`config.mk`:
```
export PLATFORM = sky130hd
export DESIGN_NAME = he_fifo
export DESIGN_NICKNAME = d
export VERILOG_FILES = /design/src/hdl/he_fifo.sv
export SDC_FILE = /design/constraint.sdc
export NUM_CORES = 1
export LEC_CHECK = 0
export BUFFER_PORTS_ARGS = -buffer_cell sky130_fd_sc_hd__buf_4
export CAP_MARGIN = 20
export CORE_MARGIN = 2
export CORE_UTILIZATION = 55
export CTS_BUF_LIST = sky130_fd_sc_hd__clkbuf_2 sky130_fd_sc_hd__clkbuf_4 sky130_fd_sc_hd__clkbuf_8
export CTS_CLUSTER_DIAMETER = 100
export DETAILED_ROUTE_END_ITERATION = 8
export GPL_ROUTABILITY_DRIVEN = 1
export GPL_TIMING_DRIVEN = 0
export HOLD_SLACK_MARGIN = 0.05
export PLACE_DENSITY = 0.78
export SLEW_MARGIN = 20
export SYNTH_ARGS = -nofsm -noshare
export SYNTH_HDL_FRONTEND = slang
export SYNTH_SLANG_ARGS = --single-unit
export TNS_END_PERCENT = 50
```
`constraint.sdc`:
```
create_clock -name clk -period 4.7 [get_ports clk]
set_clock_uncertainty 0.05 [all_clocks]
set_input_delay 0.235 -clock clk [delete_from_list [all_inputs] [get_ports clk]]
set_output_delay 0.235 -clock clk [all_outputs]
set_load 0.01 [all_outputs]
```
`src/hdl/he_fifo.sv`:
```
`default_nettype none

module he_fifo #(
  parameter int WIDTH = 8,
  parameter int DEPTH = 4
) (
  input  wire logic             clk,
  input  wire logic             rst_n,
  input  wire logic             push,
  input  wire logic [WIDTH-1:0] wdata,
  output logic                  full,
  input  wire logic             pop,
  output logic [WIDTH-1:0]      rdata,
  output logic                  empty
);

  localparam int PTR_W = (DEPTH > 1) ? $clog2(DEPTH) : 1;
  localparam int CNT_W = $clog2(DEPTH + 1);

  logic [WIDTH-1:0] mem [DEPTH];
  logic [PTR_W-1:0] wr_ptr_r, wr_ptr_nxt;
  logic [PTR_W-1:0] rd_ptr_r, rd_ptr_nxt;
  logic [CNT_W-1:0] cnt_r, cnt_nxt;
  logic             push_ok, pop_ok;

  assign full    = (cnt_r == CNT_W'(DEPTH));
  assign empty   = (cnt_r == '0);
  assign push_ok = push && !full;
  assign pop_ok  = pop && !empty;
  assign rdata   = mem[rd_ptr_r];

  always_comb begin
    wr_ptr_nxt = wr_ptr_r;
    rd_ptr_nxt = rd_ptr_r;
    cnt_nxt    = cnt_r;
    if (push_ok) begin
      wr_ptr_nxt = (wr_ptr_r == PTR_W'(DEPTH - 1)) ? '0 : wr_ptr_r + PTR_W'(1);
    end
    if (pop_ok) begin
      rd_ptr_nxt = (rd_ptr_r == PTR_W'(DEPTH - 1)) ? '0 : rd_ptr_r + PTR_W'(1);
    end
    if (push_ok && !pop_ok) begin
      cnt_nxt = cnt_r + CNT_W'(1);
    end else if (pop_ok && !push_ok) begin
      cnt_nxt = cnt_r - CNT_W'(1);
    end
  end

  always_ff @(posedge clk) begin
    if (!rst_n) begin
      wr_ptr_r <= '0;
      rd_ptr_r <= '0;
      cnt_r    <= '0;
    end else begin
      wr_ptr_r <= wr_ptr_nxt;
      rd_ptr_r <= rd_ptr_nxt;
      cnt_r    <= cnt_nxt;
    end
  end

  always_ff @(posedge clk) begin
    if (push_ok) begin
      mem[wr_ptr_r] <= wdata;
    end
  end

endmodule

`default_nettype wire

```
==> results of run 1 <==
==> metal layers <==
| layer | up-vias | GRT usage, % | wire [um] |
|---|---|---|---|
| met5 | - | 0 | 0 |
| met4 | 0 | 6.98 | 45 |
| met3 | 5 | 6.81 | 120 |
| met2 | 21 | 29.7 | 1250 |
| met1 | 416 | 18.7 | 961 |
| li1 | 420 | - | - |
==> worst max-delay path, delay by kind of cell, from the launching register on <==
| kind | cells | cell delay [ns] |
|---|---|---|
| buffers and inverters | 1 | 0.06 |
| adders and majority gates | 2 | 0.66 |
| DFF | 1 | 0.39 |
| and+or+nand+nor | 1 | 0.30 |
| xor gates and xnor gates | 1 | 0.16 |
| AOI/OAI and AO/OA | 2 | 0.67 |
==> metrics by stage <==
step	instances	setup WS, ns	cell area [um^2]	hold slack (ns)
4_1_cts	161	2.33	1960	0.123
5_1_grt	161	2.17	1960	0.122
3_5_place_dp	145	2.35	1830	0.390
2_1_floorplan	93	2.56	1630	0.284
6_report	161	2.35	1960	0.130
3_3_place_gp	145	2.42	1830	0.384
==> worst paths after layout <==
check | from | to | slack, ns | cells past startpoint
setup / recovery | cnt_r[0] | cnt_r[2] | 2.35 | 7
hold / removal | rst_n | flop | 0.13 | 3
hold reg to reg | wr_ptr_r[1] | wr_ptr_r[1] | 0.46 | 2
setup reg to reg | cnt_r[0] | cnt_r[2] | 2.35 | 7
==> kinds of logic (layout without fill, tap and decap cells) <==
family	after synthesis	in the layout	share of synthesized area (%)
AO/OA/AOI/OAI	5	5	1.84
adder cells (fa/ha/maj)	7	7	5.83
buffers and inverters	7	44	1.76
flip-flops	41	41	70.0
multiplexers	11	11	12.9
XOR/XNOR	2	2	1.07
AND/OR/NAND/NOR	20	20	6.60
==> sequential cells by signal (all words and copies together) (netlist names), named ones only <==
signal	count
cnt_r	3
mem	32
wr_ptr_r	2
rd_ptr_r	2
==> power groups by stage <==
stage               logic, mW  registers [mW]  clock network (mW)
floorplan               0.184           0.475                   0
global placement        0.274           0.479                   0
detailed placement      0.282           0.483                   0
CTS                     0.289           0.475               0.177
global route            0.314           0.481               0.193
finish                  0.283           0.474               0.173
==> synthesized netlist by cell type (all sizes together) <==
cell	instances	area, um^2
edfxtp	32	961
dfxtp	9	180
mux4	8	180
ha	6	75.1
nand2	6	22.5
and2	5	31.3
buf	3	13.8
inv	3	11.3
mux2i	3	30.0
o21ai	3	15.0
nand3	2	10.0
nor2	2	7.51
nor2b	2	12.5
a21boi	1	7.51
clkbuf	1	3.75
fa	1	20.0
nor3	1	5.00
nor3b	1	12.5
o31ai	1	7.51
or3	1	6.26
xnor2	1	8.76
xor2	1	8.76
==> repair_timing <==
| item | CTS | global route |
|---|---|---|
| endpoints found under the hold margin | 32 | 0 |
| setup endpoints to repair | 0 | 0 |
| hold buffers | 8 | 0 |
==> cell usage in the layout (no fill, tap or decap), types with 2 or more instances in the layout <==
| cell | instances |
|---|---|
| and2_1 | 5 |
| buf_2 | 2 |
| buf_4 | 21 |
| clkbuf_4 | 7 |
| dfxtp_1 | 9 |
| dlygate4sd3_1 | 8 |
| edfxtp_1 | 32 |
| ha_1 | 6 |
| inv_1 | 3 |
| mux2i_1 | 3 |
| mux4_2 | 8 |
| nand2_1 | 6 |
| nand3_1 | 2 |
| nor2_1 | 2 |
| nor2b_1 | 2 |
| o21ai_0 | 3 |
==> area by class of cell <==
class,instances,area [um^2]
clock inverter,1,3.75
multi-input combinational,45,460
clock buffer,7,52.6
buffer,4,17.5
fill,185,818
inverter,3,11.3
sequential,41,1140
timing repair buffer,29,238
tap,31,38.8
==> flow_summary.ini, run 1 <==
[power]
powerDensity_nw_per_um2 = 474
switchingPower_uw = 261
p_int_uw = 669
combPwrFrac_pct = 30.5
clkPwrFrac_pct = 18.6
p_leak_nw = 0.728
ir_worst_vdd_v = 0.000485
pwr-share-seq_pct = 50.9
p_sw_share_pct = 28.1
power.total_uw = 930

[global_routing]
grt.overflow.total = 0
track_usage_pct = 17.1
grt_pass1_wl_mm = 4.05
grt_max_degree = 13
antenna_found_initial = 0
grt_pass1_vias = 900

[worst_setup_path]
criticalPathCategory = reg2reg
arrival_ns = 2.57
required_ns = 4.93
cpPeakStageDelay_ns = 0.51
cp-end-kind = flop
cp_slowest_cell = o31ai_1
worstPathCellList = o31ai_1, ha_1, inv_1, fa_1, xor2_1, or3_1, a21boi_0
worstPathMaxFanout = 5
start_kind = flop

[sta]
rsz0062_at_grt = no
min_period_over_period_pct = 49.9
tns_ns = 0
slew_violations = 0
worst-slew-pin-transition_ns = 0.534
hold_viol_final = 0
setup_viol = 0
fmax_ghz = 0.426
slew_headroom_pct = 64.1
final.min_clock_period_ns = 2.35

[final_layout]
nets = 148
synthToLayoutAreaGrowth_pct = 20.4
antennaDiodeCount = 0
drive_above_1_share_pct = 30.0
fin_util_pct = 70.6

[flow_run]
max_cap_viol_count = 0

[logic_synthesis]
synth_cell_types = 23
synth_nets = 112
netlist_area_um2 = 1630
ys_seq_area_share_pct = 70.0
synth_warnings = 0
synth-seq-cells = 41
synth_cells = 93
syn_avg_cell_area_um2 = 17.5

[placement]
gp_congestion = 0.689
hpwlAfterDp_mm = 1.68
numPortBuffers = 21

[drt]
drc = 0
first_iter_violations = 26
vias = 862
first_pass_iters = 4
antenna_left = 0
via_per_inst = 5.35
drt_wl_total_mm = 2.37
detail_route.wl_per_cell_um = 14.7

[floorplanning]
die-height_um = 58.4
ios = 22
die_x_um = 58.4
core-area_um2 = 2780
die_area_um2 = 3420
start_util_pct = 58.6
rows = 19

[cts]
htree_levels = 2
cts_resized = 0
clock-root-buffer = clkbuf_4
clockBufferDepth = 2
cts.sinks = 41
cts_tree = done
cts_buffers = 5
clock_latency_ns = 0.34
post_cts_buffers = 0
cts.clk_slew.worst_paths_ns = 0.11

[status]
status = complete, no violations

[hold_path]
holdCritPathClass = in2reg
Note: power is estimated with default switching activity, not from simulation.
==> run 2: changes to the inputs <==
- CORE_UTILIZATION: 55 -> 53
- clock period: 4.7 -> 1.92 ns (I/O delays scaled with it)
==> flow_summary.ini, run 2 (synthesis results as in run 1) <==
[worst_setup_path]
criticalPathCategory = reg2reg
cp-end-kind = flop
start_kind = flop
arrival_ns = 2.20
r2r_start = cnt_r[2]
worstPathMaxFanout = 5
required_ns = 2.14
cp-startpoint = cnt_r[2]

[placement]
hpwlAfterDp_mm = 1.69
numPortBuffers = 21
gp_congestion = 0.687
post-place-ws_ns = -0.0990
dp.cells = 147

[sta]
slew_violations = 0
final.min_clock_period_ns = 1.97
tns_ns = -0.0550
min_period_over_period_pct = 103
setup_viol = 1
whs_ns = 0.137
rsz0062_at_grt = yes
layout_setup_ws_ns = -0.0550
fmax_ghz = 0.506
worst-slew-pin-transition_ns = 0.475
slew_headroom_pct = 68.3
hold_viol_final = 0

[floorplanning]
start_util_pct = 54.7
die_x_um = 59.5
rows = 20
die-height_um = 59.5
ios = 22
core-area_um2 = 2980
die_area_um2 = 3540

[drt]
antenna_left = 0
via_per_inst = 5.16
detail_route.wl_per_cell_um = 15.4
drt_wl_total_mm = 2.55
first_iter_violations = 20
first_pass_iters = 4
vias = 856
drc = 0

[global_routing]
track_usage_pct = 17.4
grt.overflow.total = 0
grt_max_degree = 14
grt_pass1_vias = 905
antenna_found_initial = 0
grt_pass1_wl_mm = 4.22

[final_layout]
antennaDiodeCount = 0
multi_input_area_um2 = 495
final_common_cell = edfxtp_1
top_regs = mem: 32 flops, cnt_r: 3 flops
largest-register = mem
final_cells = 166
nets = 151
synthToLayoutAreaGrowth_pct = 24.9
regArea_um2 = 1150
fill_cells = 213
largest_reg_flops = 32
most-common-layout-cells = edfxtp_1 (32), buf_4 (24), dlygate4sd3_1 (9)
drive_above_1_share_pct = 36.1

[cts]
clockBufferDepth = 2
clock_latency_ns = 0.34
cts_buffers = 5
cts.sinks = 41
cts.clk_slew.worst_paths_ns = 0.11
htree_levels = 2
cts_tree = done
clock-root-buffer = clkbuf_4

[status]
status = finished with violations
violations = negative setup slack

[hold_path]
min-delay-start = pop
holdCritPathClass = in2reg

[flow_run]
max_cap_viol_count = 0

[power]
powerDensity_nw_per_um2 = 1150
power.total_mw = 2.35
ir_worst_vdd_v = 0.000694
p_leak_nw = 0.742
==> run 2: cell count changes in the layout (fill, tap and decap cells not counted), sizes merged <==
cell	before	now
buf	24	26
clkbuf	8	6
clkinv	1	2
clkinvlp	0	1
dlygate4sd3	8	9
==> run 2: worst max-delay path, cell delays in order (launching register included) <==
cell and delay (ns):
dfxtp_2 0.37, nor3b_4 0.16, nor2b_1 0.10, buf_4 0.13, ha_4 0.13, inv_1 0.05, fa_2 0.33, xor2_1 0.15
or3_1 0.32, a21boi_1 0.13
==> run 2: metrics by stage <==
stage	cell area [um^2]	utilization [%]
2_1_floorplan	1670	-
3_3_place_gp	1870	62.8
3_5_place_dp	1870	62.8
4_1_cts	2030	68.3
5_1_grt	2040	68.4
6_report	2040	68.4
==> run 2: where the power goes <==
| group | total [mW] | internal (mW) | switching (mW) |
|---|---|---|---|
| Clock | 0.411 | 0.138 | 0.272 |
| Sequential | 1.19 | 1.10 | 0.0869 |
| Combinational | 0.748 | 0.421 | 0.327 |
==> run 2: final cells by class <==
type / count / area share [%]
tap: 33 / 2.03
buffer: 4 / 0.983
multi-input combinational: 45 / 24.3
inverter: 3 / 0.553
clock inverter: 3 / 0.860
sequential: 41 / 56.5
timing repair buffer: 32 / 12.9
clock buffer: 5 / 1.84
==> run 2: final timing paths <==
check,endpoint,slack [ns],depth (start not counted)
max,cnt_r[2],-0.05,9
min,rd_ptr_r[1],0.14,4
min reg2reg,wr_ptr_r[1],0.48,2
max reg2reg,cnt_r[2],-0.05,9
==> run 2: layer usage <==
layer / part of all wire (%) / GRT usage (%) / up-vias
met5: 0 / 0 / -
met2: 53 / 28.7 / 16
met3: 2.9 / 6.55 / 5
met4: 1.8 / 6.82 / 0
li1: - / - / 425
met1: 42 / 20.5 / 410
==> run 2: what timing repair did <==
item                                    4_1_cts  5_1_grt
pin swaps                                     1        0
cloned                                        0        0
gates resized for setup                       1        1
hold buffers                                  9        0
hold endpoints to repair                     34        0
endpoints found under the setup margin        1        1
setup buffers                                 2        0
