==> src/hdl/he_pkg.sv <==
`default_nettype none

package he_pkg;

  localparam int HE_NUM_BINS   = 256;
  localparam int HE_COUNT_BITS = 21;
  localparam int HE_FRAC_BITS  = 8;

  localparam int HE_LUMA_W    = 16;
  localparam int HE_LUMA_FRAC = 4;
  localparam int HE_OUT_W     = 16;

  localparam int HE_OPQ_DEPTH = 4;
  localparam int HE_RESQ_DEPTH = 2;

  typedef struct packed {
    logic                        func;
    logic signed [HE_LUMA_W-1:0] luma;
    logic                        last;
  } in_item_t;

  typedef struct packed {
    logic [HE_OUT_W-1:0] equalized;
    logic                no_table;
  } out_item_t;

  typedef enum logic [1:0] {
    OP_COUNT,
    OP_COUNT_LAST,
    OP_MAP
  } op_kind_t;

endpackage

`default_nettype wire

==> src/hdl/he_fifo.sv <==
`default_nettype none

module he_fifo #(
  parameter int WIDTH = 8,
  parameter int DEPTH = 4
) (
  input  wire logic             clk,
  input  wire logic             rst_n,
  input  wire logic             push,
  input  wire logic [WIDTH-1:0] wdata,
  output logic                  full,
  input  wire logic             pop,
  output logic [WIDTH-1:0]      rdata,
  output logic                  empty
);

  localparam int PTR_W = (DEPTH > 1) ? $clog2(DEPTH) : 1;
  localparam int CNT_W = $clog2(DEPTH + 1);

  logic [WIDTH-1:0] mem [DEPTH];
  logic [PTR_W-1:0] wr_ptr_r, wr_ptr_nxt;
  logic [PTR_W-1:0] rd_ptr_r, rd_ptr_nxt;
  logic [CNT_W-1:0] cnt_r, cnt_nxt;
  logic             push_ok, pop_ok;

  assign full    = (cnt_r == CNT_W'(DEPTH));
  assign empty   = (cnt_r == '0);
  assign push_ok = push && !full;
  assign pop_ok  = pop && !empty;
  assign rdata   = mem[rd_ptr_r];

  always_comb begin
    wr_ptr_nxt = wr_ptr_r;
    rd_ptr_nxt = rd_ptr_r;
    cnt_nxt    = cnt_r;
    if (push_ok) begin
      wr_ptr_nxt = (wr_ptr_r == PTR_W'(DEPTH - 1)) ? '0 : wr_ptr_r + PTR_W'(1);
    end
    if (pop_ok) begin
      rd_ptr_nxt = (rd_ptr_r == PTR_W'(DEPTH - 1)) ? '0 : rd_ptr_r + PTR_W'(1);
    end
    if (push_ok && !pop_ok) begin
      cnt_nxt = cnt_r + CNT_W'(1);
    end else if (pop_ok && !push_ok) begin
      cnt_nxt = cnt_r - CNT_W'(1);
    end
  end

  always_ff @(posedge clk) begin
    if (!rst_n) begin
      wr_ptr_r <= '0;
      rd_ptr_r <= '0;
      cnt_r    <= '0;
    end else begin
      wr_ptr_r <= wr_ptr_nxt;
      rd_ptr_r <= rd_ptr_nxt;
      cnt_r    <= cnt_nxt;
    end
  end

  always_ff @(posedge clk) begin
    if (push_ok) begin
      mem[wr_ptr_r] <= wdata;
    end
  end

endmodule

`default_nettype wire

==> src/hdl/he_front.sv <==
`default_nettype none

module he_front
  import he_pkg::*;
#(
  parameter int NUM_BINS = HE_NUM_BINS,
  parameter int DEPTH    = HE_OPQ_DEPTH
) (
  input  wire logic                        clk,
  input  wire logic                        rst_n,
  input  wire logic                        push,
  input  wire in_item_t                    item,
  output logic                             full,
  output logic                             op_valid,
  output op_kind_t                         op_kind,
  output logic [$clog2(NUM_BINS)-1:0]      op_bin,
  input  wire logic                        op_pop
);

  localparam int BB     = $clog2(NUM_BINS);
  localparam int KW     = $bits(op_kind_t);
  localparam int OW     = KW + BB;
  localparam int IP_W   = HE_LUMA_W - HE_LUMA_FRAC;
  localparam logic [IP_W:0] BIN_MAX = (IP_W + 1)'(NUM_BINS - 1);

  logic [IP_W-1:0] int_part;
  logic [BB-1:0]   bin;
  op_kind_t        kind;
  logic [OW-1:0]   q_wdata, q_rdata;
  logic            q_empty;

  // clamp to the bin range: negatives to bin 0, large values to the top bin
  always_comb begin
    int_part = item.luma[HE_LUMA_W-1:HE_LUMA_FRAC];
    if (item.luma[HE_LUMA_W-1]) begin
      bin = '0;
    end else if ({1'b0, int_part} > BIN_MAX) begin
      bin = BB'(NUM_BINS - 1);
    end else begin
      bin = BB'(int_part);
    end
  end

  always_comb begin
    if (item.func) begin
      kind = OP_MAP;
    end else if (item.last) begin
      kind = OP_COUNT_LAST;
    end else begin
      kind = OP_COUNT;
    end
  end

  assign q_wdata = {kind, bin};

  he_fifo #(
    .WIDTH (OW),
    .DEPTH (DEPTH)
  ) u_opq (
    .clk   (clk),
    .rst_n (rst_n),
    .push  (push),
    .wdata (q_wdata),
    .full  (full),
    .pop   (op_pop),
    .rdata (q_rdata),
    .empty (q_empty)
  );

  assign op_valid = !q_empty;
  assign op_kind  = op_kind_t'(q_rdata[OW-1 -: KW]);
  assign op_bin   = q_rdata[BB-1:0];

endmodule

`default_nettype wire

==> config.mk <==
export PLATFORM = sky130hd
export DESIGN_NAME = he_front
export DESIGN_NICKNAME = d
export VERILOG_FILES = /design/src/hdl/he_pkg.sv /design/src/hdl/he_fifo.sv /design/src/hdl/he_front.sv
export SDC_FILE = /design/constraint.sdc
export NUM_CORES = 1
export LEC_CHECK = 0
export ABC_CLOCK_PERIOD_IN_PS = 4780
export BUFFER_PORTS_ARGS = -buffer_cell sky130_fd_sc_hd__buf_2
export CORE_UTILIZATION = 27
export CTS_CLUSTER_SIZE = 28
export DETAILED_ROUTE_END_ITERATION = 7
export PLACE_DENSITY = 0.47
export SLEW_MARGIN = 0
export SYNTH_ARGS = -nofsm -noshare
export SYNTH_HDL_FRONTEND = slang
export SYNTH_SLANG_ARGS = --single-unit
==> constraint.sdc <==
create_clock -name clk -period 4.78 [get_ports clk]
set_input_delay 1.195 -clock clk [delete_from_list [all_inputs] [get_ports clk]]
set_output_delay 1.195 -clock clk [all_outputs]
set_load 0.02 [all_outputs]
==> impl_metrics.py, run 1 <==
metrics = {
    "grt": {
        "grt_pass1_vias": 1219,
        "antenna_found_initial": 0,
        "grt_overflow_total": 0,
        "grt_pass1_wl_um": 6003,
        "grt.total_usage_pct": 10.74,
        "grt_start_max_net_pins": 16,
    },
    "pwr": {
        "ir_worst_vdd_mv": 0.2063,
        "p_leak_nw": 0.8341,
        "p_per_area_mw_per_mm2": 492.2,
    },
    "synthesis": {
        "synth_async_sr_flop_share_pct": 0,
        "syn_nets": 152,
        "synth.area.top_cells": "edfxtp_1 59%, mux4_2 11%, dfxtp_1 8.9%",
        "netlist_area_sq_mm": 0.002032,
        "synth_edf_count": 40,
        "syn_inst": 123,
        "synth_top_area_cell": "edfxtp_1",
        "synth_top_cell_area_share_pct": 59.11,
        "yosys_most_used_dff": "edfxtp_1",
        "syn_area_per_cell_sq_um": 16.52,
        "ys_seq_area_share_pct": 67.98,
        "synth.most_common_cell": "edfxtp_1",
        "ys_warn_count": 0,
        "synth_cell_types": 25,
        "synthTopCellsByCount": "40 x edfxtp_1, 10 x mux4_2, 10 x nor2_1, 9 x dfxtp_1, 8 x nor2_2",
        "ys_seq_elements": 49,
    },
    "layout": {
        "diodes": 0,
        "fin_area_sq_mm": 0.002371,
        "nets": 182,
        "area_growth_pct": 16.69,
        "fill_cells": 714,
        "multi_input_area_sq_um": 599.3,
        "seqCellArea_sq_mm": 0.001381,
        "drive_gt1_share_pct": 35.71,
    },
    "worst_setup_path": {
        "worstSetupStartpointType": "register",
        "path_max_fanout": 10,
        "max_stage_delay_ns": 0.81,
        "crit_required_ns": 3.59,
        "endpoint_kind": "output port",
        "cp_top_family": "flip-flops",
        "cpMaxStageDelayCell": "dfxtp_1",
        "crit_chain": "mux4_2, buf_2",
        "path_class": "register to output port",
        "crit_arrival_ns": 1.90,
        "crit_buf_inv": 1,
    },
    "routing": {
        "wl_per_cell_um": 14.44,
        "drc": 0,
        "initialDrtViolationCount": 43,
        "viasPerCell": 4.217,
        "ant_nets": 0,
        "dr_total_vias": 1067,
        "drt_pass1_iterations": 4,
        "wirelength_um": 3654,
    },
    "hold_path": {
        "min_path_type": "register to register",
    },
    "timing": {
        "hold_viol_final": 0,
        "fin_skew_ns": 0.009434,
        "finalSetupViolations": 0,
        "rsz0062_at_grt": "false",
        "fin_crit_ns": 3.095,
        "period_share_pct": 64.75,
        "tightest_slew_ns": 0.7470,
        "clock.fmax_ghz": 0.3231,
        "slew_violations": 0,
        "maxSlewHeadroom_pct": 50.13,
        "setup_tns_ns": 0,
    },
    "clocking": {
        "cts.sinks": 49,
        "insertion_delay_ns": 0.29,
        "cts_buffers": 5,
        "htree_levels": 2,
        "ctsResizeCount": 0,
        "cts_setup_buffers": 0,
        "cts_max_path_buffers": 2,
        "cts_tree": "built",
        "cts.clk_slew.worst_paths_ns": 0.08,
        "cts_hold_buffers": 0,
        "root_buffer": "clkbuf_8",
    },
    "status": {
        "outcome": "completed",
    },
    "floorplanning": {
        "die_h_um": 88.75,
        "num_rows": 31,
        "dieArea_sq_mm": 0.007877,
        "design.core.area_sq_mm": 0.007253,
        "start_util_pct": 28.01,
        "die_width_um": 88.75,
        "pin_count": 34,
    },
    "placement": {
        "gp_congestion": 0.6302,
        "port_buffers": 29,
        "post_dp_cell_area_sq_mm": 0.002261,
        "dpl.hpwl_um": 2528,
    },
    "flow_run": {
        "maxCapViolations": 0,
    },
}
-- cell usage in the layout, fill, tap and decap left out, drive strengths merged, types with 5 or more instances in the layout --
cell    Yosys  layout
nand2       6       6
buf         5      29
clkbuf      1       5
and2        5       5
edfxtp     40      40
ha          6       6
mux4       10      10
nor2       18      18
dfxtp       9       9
-- worst reg2reg max path: stages, from the launching register on --
cell	delay, ns
dfxtp_1	0.43
nor3b_1	0.10
nor2b_1	0.45
ha_1	0.29
inv_1	0.06
fa_1	0.38
xor2_1	0.17
or3_1	0.30
a21boi_0	0.16
-- cells by family (layout without fill, tap and decap cells) --
| kind of cell | Yosys count | after routing | synth area share [%] |
|---|---|---|---|
| xor gates and xnor gates | 2 | 2 | 0.8622 |
| and+or+nand+nor | 38 | 38 | 9.914 |
| buffers and inverters | 9 | 40 | 2.524 |
| adders and majority gates | 7 | 7 | 4.680 |
| DFF | 49 | 49 | 67.98 |
| muxes | 13 | 13 | 12.56 |
| AOI/OAI and AO/OA | 5 | 5 | 1.478 |
-- sequential cells by signal, indices dropped and copies added (netlist names), named ones only --
| name | flops |
|---|---|
| u_opq.mem | 40 |
| u_opq.cnt_r | 3 |
| u_opq.rd_ptr_r | 2 |
| u_opq.wr_ptr_r | 2 |
-- power breakdown --
| group | switching [mW] | leakage [nW] | internal, mW |
|---|---|---|---|
| clock network | 0.127 | 0.0518 | 0.154 |
| logic | 0.166 | 0.341 | 0.141 |
| registers | 0.0550 | 0.442 | 0.525 |
| total | 0.347 | 0.834 | 0.820 |
-- through the flow --
step / power [mW] / hold WS (ns) / utilization [%] / setup WS (ns) / cells
3_5_place_dp: 0.9060 / 0.5053 / 31.17 / 1.630 / 245
3_3_place_gp: 0.8877 / 0.4812 / 31.17 / 1.751 / 245
5_1_grt: 1.240 / 0.5586 / 32.69 / 1.514 / 253
6_report: 1.167 / 0.5133 / 32.69 / 1.685 / 253
4_1_cts: 1.191 / 0.5165 / 32.69 / 1.571 / 253
2_1_floorplan: 0.8042 / 0.4677 / - / 2.088 / 123
-- per-layer routing --
layer | wire (um) | part of all wire (%) | GRT usage (%)
met5 | 0 | 0 | 0
met4 | 32 | 0.88 | 3.079
met3 | 160 | 4.4 | 2.892
met2 | 1923 | 53 | 19.86
met1 | 1537 | 42 | 12.08
-- final timing paths --
check	from	to	slack (ns)	cells after the start
worst min-delay path	u_opq.wr_ptr_r[1]	u_opq.wr_ptr_r[1]	0.51	2
worst max register to register	u_opq.cnt_r[0]	u_opq.cnt_r[2]	2.37	8
worst min register to register	u_opq.wr_ptr_r[1]	u_opq.wr_ptr_r[1]	0.51	2
worst max-delay path	register	op_bin[6]	1.68	2
-- area by class of cell --
cell class	count	area share, %
clock inverter	3	1.741
clock buffer	5	2.902
inverter	3	0.4749
multi-input combinational	65	25.28
timing repair buffer	29	6.121
tap	99	5.224
sequential	49	58.26
Power figures use the tool's default switching activity.
==> inputs of run 2 (changes only) <==
ABC_CLOCK_PERIOD_IN_PS = 3000   (was 4780)
clock period = 3 ns   (was 4.78 ns; I/O delays follow)
==> impl_metrics.py, run 2 (synthesis gave the netlist of run 1 again) <==
metrics = {
    "status": {
        "outcome": "completed",
    },
    "layout": {
        "reg_top3": "u_opq.mem: 40 flops, u_opq.cnt_r: 3 flops",
        "fill_cells": 729,
        "fin_area_sq_mm": 0.002362,
        "mostFrequentLayoutCell": "edfxtp_1",
        "seqCellArea_sq_mm": 0.001381,
        "multi_input_area_sq_um": 599.3,
        "layout_common_cells": "40 x edfxtp_1, 29 x buf_2, 10 x nor2_1, 10 x mux4_2, 9 x dfxtp_1",
        "area_growth_pct": 16.26,
        "diodes": 0,
        "nets": 184,
        "drive_gt1_share_pct": 36.54,
        "top_register": "u_opq.mem",
        "largest_reg_flops": 40,
    },
    "flow_run": {
        "maxCapViolations": 0,
    },
    "worst_setup_path": {
        "path_max_fanout": 5,
        "max_stage_delay_ns": 0.58,
        "worstSetupStartpointType": "register",
        "crit_required_ns": 3.20,
        "crit_arrival_ns": 2.68,
        "cpMaxStageDelayCell": "o31ai_1",
        "endpoint_kind": "register",
        "crit_chain": "o31ai_1, ha_1, inv_1, fa_1, xor2_1, or3_1, a21boi_0",
        "path_class": "register to register",
        "cp_top_family": "compound AO/OA/AOI/OAI gates",
        "crit_buf_inv": 1,
    },
    "timing": {
        "slew_violations": 0,
        "hold_viol_final": 0,
        "tightest_slew_ns": 0.6224,
        "rsz0062_at_grt": "false",
        "setup_tns_ns": 0,
        "setup_ws_ns": 0.5208,
        "clock.fmax_ghz": 0.4034,
        "period_share_pct": 82.64,
        "finalSetupViolations": 0,
        "maxSlewHeadroom_pct": 58.15,
        "fin_skew_ns": 0.01034,
        "fin_crit_ns": 2.479,
    },
    "grt": {
        "grt_pass1_wl_um": 6106,
        "grt.met2_usage_pct": 19.16,
        "top_usage_layer": "met2",
        "grt_use_met1_pct": 12.72,
        "grt_overflow_total": 0,
        "grt.total_usage_pct": 10.89,
        "antenna_found_initial": 0,
        "grt_start_max_net_pins": 16,
        "use_met3_pct": 2.985,
        "grt_pass1_vias": 1182,
    },
    "clocking": {
        "htree_levels": 2,
        "cts_max_path_buffers": 2,
        "cts.sinks": 49,
        "cts.clk_slew.worst_paths_ns": 0.08,
        "root_buffer": "clkbuf_8",
        "ctsResizeCount": 0,
        "cts_buffers": 5,
        "cts_setup_buffers": 0,
        "cts_tree": "built",
        "cts_hold_buffers": 0,
        "insertion_delay_ns": 0.30,
    },
    "routing": {
        "drt_pass1_iterations": 4,
        "ant_nets": 0,
        "wl_per_cell_um": 14.67,
        "wirelength_um": 3741,
        "dr_total_vias": 1076,
        "drc": 0,
        "viasPerCell": 4.220,
        "initialDrtViolationCount": 67,
    },
    "floorplanning": {
        "pin_count": 34,
        "dieArea_sq_mm": 0.007877,
        "start_util_pct": 28.01,
        "num_rows": 31,
        "die_width_um": 88.75,
        "die_h_um": 88.75,
        "design.core.area_sq_mm": 0.007253,
    },
    "placement": {
        "dp_slack_ns": 0.4456,
        "port_buffers": 29,
        "dpl.hpwl_um": 2542,
        "post_dp_cell_area_sq_mm": 0.002276,
        "gp_congestion": 0.6285,
    },
    "pwr": {
        "p_per_area_mw_per_mm2": 762.0,
        "ir_worst_vdd_mv": 0.2720,
        "p_leak_nw": 0.8380,
    },
    "hold_path": {
        "min_path_type": "register to register",
    },
}
-- run 2: per-stage QoR --
step           total power [mW]  hold slack [ns]  instances  util, %
2_1_floorplan             1.281           0.4677        123        -
3_3_place_gp              1.424           0.4757        247    31.38
3_5_place_dp              1.455           0.5232        247    31.38
4_1_cts                   1.823           0.5371        255    32.57
5_1_grt                   1.914           0.5714        255    32.57
6_report                  1.800           0.5292        255    32.57
-- run 2: path summary, 6_finish.rpt --
path                          start                end  slack [ns]  cells after the start
setup reg to reg     u_opq.cnt_r[0]     u_opq.cnt_r[2]        0.52                      7
hold / removal    u_opq.wr_ptr_r[0]  u_opq.wr_ptr_r[0]        0.53                      2
hold reg to reg   u_opq.wr_ptr_r[0]  u_opq.wr_ptr_r[0]        0.53                      2
setup / recovery     u_opq.cnt_r[0]     u_opq.cnt_r[2]        0.52                      7
-- run 2: area by class of cell --
cell class	instances	share of cell area, %
clock buffers	5	2.913
clock inverters	3	0.7415
flip-flops and latches	49	58.47
well taps	99	5.244
multi-input cells	65	25.37
repair buffers	31	6.780
inverters	3	0.4767
-- run 2: routing by layer --
metal	share of wire (%)	vias to the layer above	routed length, um
met5	0	-	0
met2	52	21	1959
met3	3.5	5	130
met4	0.96	0	36
met1	43	535	1616
li1	-	515	-
-- run 2: tightest hold or removal path: stages (launching register included) --
cell	delay, ns
dfxtp_1	0.36
nand2_1	0.07
mux2i_1	0.06
-- run 2: power breakdown --
group	internal (mW)	leakage, nW	switching, mW
Sequential	0.836	0.442	0.0563
Clock	0.161	0.0455	0.211
Combinational	0.236	0.351	0.298
Total	1.23	0.838	0.566
